`src/rtl/core/arlt_pkg.sv`:
```
// Shared types and codes for the address region table lookup block.
package arlt_pkg;

    typedef enum logic [1:0] {
        OP_CLEAR = 2'd0,
        OP_ADD   = 2'd1,
        OP_CHECK = 2'd2,
        OP_READ  = 2'd3
    } opcode_t;

    localparam logic [2:0] STAT_OK       = 3'd0;
    localparam logic [2:0] STAT_UNUSABLE = 3'd1;
    localparam logic [2:0] STAT_ZERO     = 3'd2;
    localparam logic [2:0] STAT_STOPPED  = 3'd3;
    localparam logic [2:0] STAT_FULL     = 3'd4;

    typedef enum logic [3:0] {
        S_IDLE,
        S_RD_OUT,
        S_AD_CHK,
        S_AD_END,
        S_AD_SUM,
        S_AD_PSUM,
        S_CK_MID,
        S_CK_CMP,
        S_CK_IN,
        S_CK_TOP,
        S_CK_FIT
    } state_t;

    typedef enum logic {
        ALU_ADD,
        ALU_SUB
    } alu_op_t;

    // carry: carry out for add, borrow for subtract
    typedef struct packed {
        logic [63:0] value;
        logic        carry;
        logic        zero;
    } alu_res_t;

    typedef struct packed {
        logic [63:0] base;
        logic [63:0] limit;
        logic        exec;
        logic        priv;
    } entry_t;

endpackage

```
`src/rtl/core/arlt_alu.sv`:
```
// Shared 64-bit add/subtract unit used for every address and total computation.
module arlt_alu (
    input  arlt_pkg::alu_op_t  op,
    input  logic [63:0]        a,
    input  logic [63:0]        b,
    output arlt_pkg::alu_res_t res
);
    import arlt_pkg::*;

    logic [63:0] b_eff;
    logic [64:0] full;
    logic        is_sub;

    assign is_sub = (op == ALU_SUB);
    assign b_eff  = is_sub ? ~b : b;
    assign full   = {1'b0, a} + {1'b0, b_eff} + {64'd0, is_sub};

    always_comb
    begin
        res.value = full[63:0];
        // invert carry into borrow on subtract
        res.carry = is_sub ? ~full[64] : full[64];
        res.zero  = (full[63:0] == 64'd0);
    end

endmodule

```
`config.mk`:
```
export PLATFORM = sky130hd
export DESIGN_NAME = arlt_alu
export DESIGN_NICKNAME = d
export VERILOG_FILES = /design/src/rtl/core/arlt_pkg.sv /design/src/rtl/core/arlt_alu.sv
export SDC_FILE = /design/constraint.sdc
export NUM_CORES = 1
export LEC_CHECK = 0
export CORE_UTILIZATION = 50
export DETAILED_ROUTE_END_ITERATION = 8
export DONT_BUFFER_PORTS = 1
export PLACE_DENSITY = 0.72
export SLEW_MARGIN = 20
export SYNTH_ARGS = -nofsm -noshare
export SYNTH_HDL_FRONTEND = slang
export SYNTH_SLANG_ARGS = --single-unit
```
`constraint.sdc`:
```
create_clock -name vclk -period 4.8
set_clock_uncertainty 0.1 [all_clocks]
set_input_delay 0.24 -clock vclk [all_inputs]
set_output_delay 0.24 -clock vclk [all_outputs]
set_load 0.01 [all_outputs]
```
==> results_dict.tcl <==
set metrics [dict create \
    drt-total-wl_mm 17.39 \
    antenna_found_initial 1 \
    post_cts_resized 0 \
    synth_area_per_cell_um2 6.804 \
    ys.warnings.count 0 \
    end_kind "output port" \
    worstSetupEndpoint "res[0]" \
    crit_path_start "op" \
    setup_viol 0 \
    portBuffers 0 \
    hold_ws_ps 480.6 \
    dr.pass1.iters 5 \
    die_area_um2 10790 \
    dieWidth_um 103.9 \
    drc 0 \
    layout-drive-gt1-share 0.05827 \
    start_kind "input port" \
    synth_cell_types 76 \
    synth_top_area_frac 0.1663 \
    rsz0062_at_grt "no" \
    postRouteAntennaNets 0 \
    nNetsFinal 939 \
    synth_area_um2 5191 \
    seq_cell_count 0 \
    setup_tns_ps 0 \
    critPathTopFamily "simple AND/OR/NAND/NOR gates" \
    cpMaxStageDelayCell "or3_2" \
    dp_cells 871 \
    instances_no_fill 872 \
    ios 195 \
    syn_inst 763 \
    max_cap_violations 0 \
    finalCritPeriodShare 0.9333 \
    path_depth 15 \
    grt_max_degree 66 \
    fmax_mhz 223.2 \
    final.min_clock_period_ps 4480 \
    floorplan.initialDensity 0.5239 \
    post_cts_buffers 0 \
    place.detailed.hpwl_mm 14.96 \
    clkbuf_count 0 \
    hold_viol 0 \
    worstSetupPathType "in -> out" \
    vias_per_cell 6.772 \
    synth_nets 962 \
    crit_chain "xor2_1 > inv_1 > fa_1 > nand2b_1 > o2bb2ai_1 > or3_1 > and2_1 > o211a_1 > nor2_1 > a21oi_1 > xnor2_1 > or3_2 > nor4_2 > and4_1 > and3_1" \
    yosys.area.top_type "ha_1" \
    status "finished, final reports clean" \
    timing.slew.headroom 0.3480 \
    area_growth_syn_to_layout_pct 1.663 \
    die_h_um 103.9 \
    drtIter0Drc 318 \
    slowest_delay_ps 550 \
    ys_top_cells_by_area "ha_1 17%, xor2_1 14%, a21oi_1 8.5%" \
    path_buf_inv 1 \
    grtUsageTotal 0.3056 \
    hold_class "in -> out" \
    seqCellArea_um2 0 \
    place_congestion 0.9705 \
    report.final.slew_viol_count 0 \
    grt_pass1_wl_mm 27.72 \
    grt_pass1_vias 5638 \
    crit_arrival_ps 4140 \
    cp.required_ps 4460 \
    hold_depth 1 \
    tightest_slew_ps 965.8 \
    post_drt_wl_per_cell_um 19.95 \
    via_count 5905 \
    gr-total-overflow 0 \
    core.rowCount 36 \
    coreArea_um2 9910 \
    worstPathMaxFanout 65 \
    ys_seq_area_frac 0 \
    hold_buffers 0 \
]
## worst min-delay path by stage
stage	from	end
global route	b[0]	res[2]
finish	b[0]	res[2]
global placement	b[0]	res[2]
floorplan	b[0]	res[2]
CTS	b[0]	res[2]
detailed placement	b[0]	res[2]
## metrics by stage
stage               cell area [µm²]    util  setup WS, ps
finish                         5278  0.5326         320.4
global route                   5275  0.5323         14.54
CTS                            5249  0.5297         190.8
detailed placement             5249  0.5297         216.6
global placement               5249  0.5297         325.5
floorplan                      5191       -         228.9
## Yosys cell counts, types with 3 or more instances
master and n:
or4b_2 3, buf_4 3, a221o_1 3, a21oi_1 88, or3_1 8, and3_1 3
ha_1 69, nor4_1 9, a21o_1 23, xor2_1 85, a221oi_1 3, buf_2 8
nand2b_1 3, o21ai_0 43, a31oi_1 4, buf_1 5, nand4_1 27, and4_1 3
o21a_1 7, or4_1 5, a211oi_1 6, o311ai_0 4, a21oi_2 6, nand3_1 15
nor3_1 25, clkbuf_1 16, o221ai_1 3, o21bai_1 13, o21ai_1 10, o31ai_1 5
a2111oi_0 5, o211ai_1 6, nand2_1 75, and2_1 7, a22oi_1 3, nor2_1 61
xnor2_1 30, inv_1 19
## metal layers
| metal | global-route usage | routed length (µm) | up-vias | share of wire |
|---|---|---|---|---|
| li1 | - | - | 2821 | - |
| met5 | 0 | 0 | - | 0 |
| met3 | 0.04386 | 1394 | 39 | 0.080 |
| met2 | 0.5457 | 8416 | 288 | 0.48 |
| met4 | 0.08571 | 457 | 0 | 0.026 |
| met1 | 0.3786 | 7125 | 2757 | 0.41 |
## cells by family (layout without fill, tap and decap cells)
group,Yosys count,in the layout,share of synthesized area
AO/OA/AOI/OAI,264,264,0.3336
XOR/XNOR,115,115,0.1940
adder cells (fa/ha/maj),70,70,0.1702
buffers and inverters,55,30,0.05062
multiplexers,3,3,0.006026
other,0,1,0
AND/OR/NAND/NOR,256,256,0.2456
## layout by cell type, fill, tap and decap left out, drive strengths merged, types with 9 or more instances in the layout
cell,n
ha,69
o21bai,13
or3,9
o21ai,55
xor2,85
nor3,26
nand4,28
a21oi,96
a21o,24
nor2,61
buf,11
xnor2,30
nand2,75
nand3,15
nor4,10
inv,19
## cell type report
| cell class | instances | area (µm²) |
|---|---|---|
| timing repair buffer | 11 | 82.58 |
| inverter | 19 | 71.32 |
| multi-input combinational | 708 | 4955 |
| fill | 1012 | 4632 |
| tap | 133 | 166.4 |
| antenna | 1 | 2.502 |
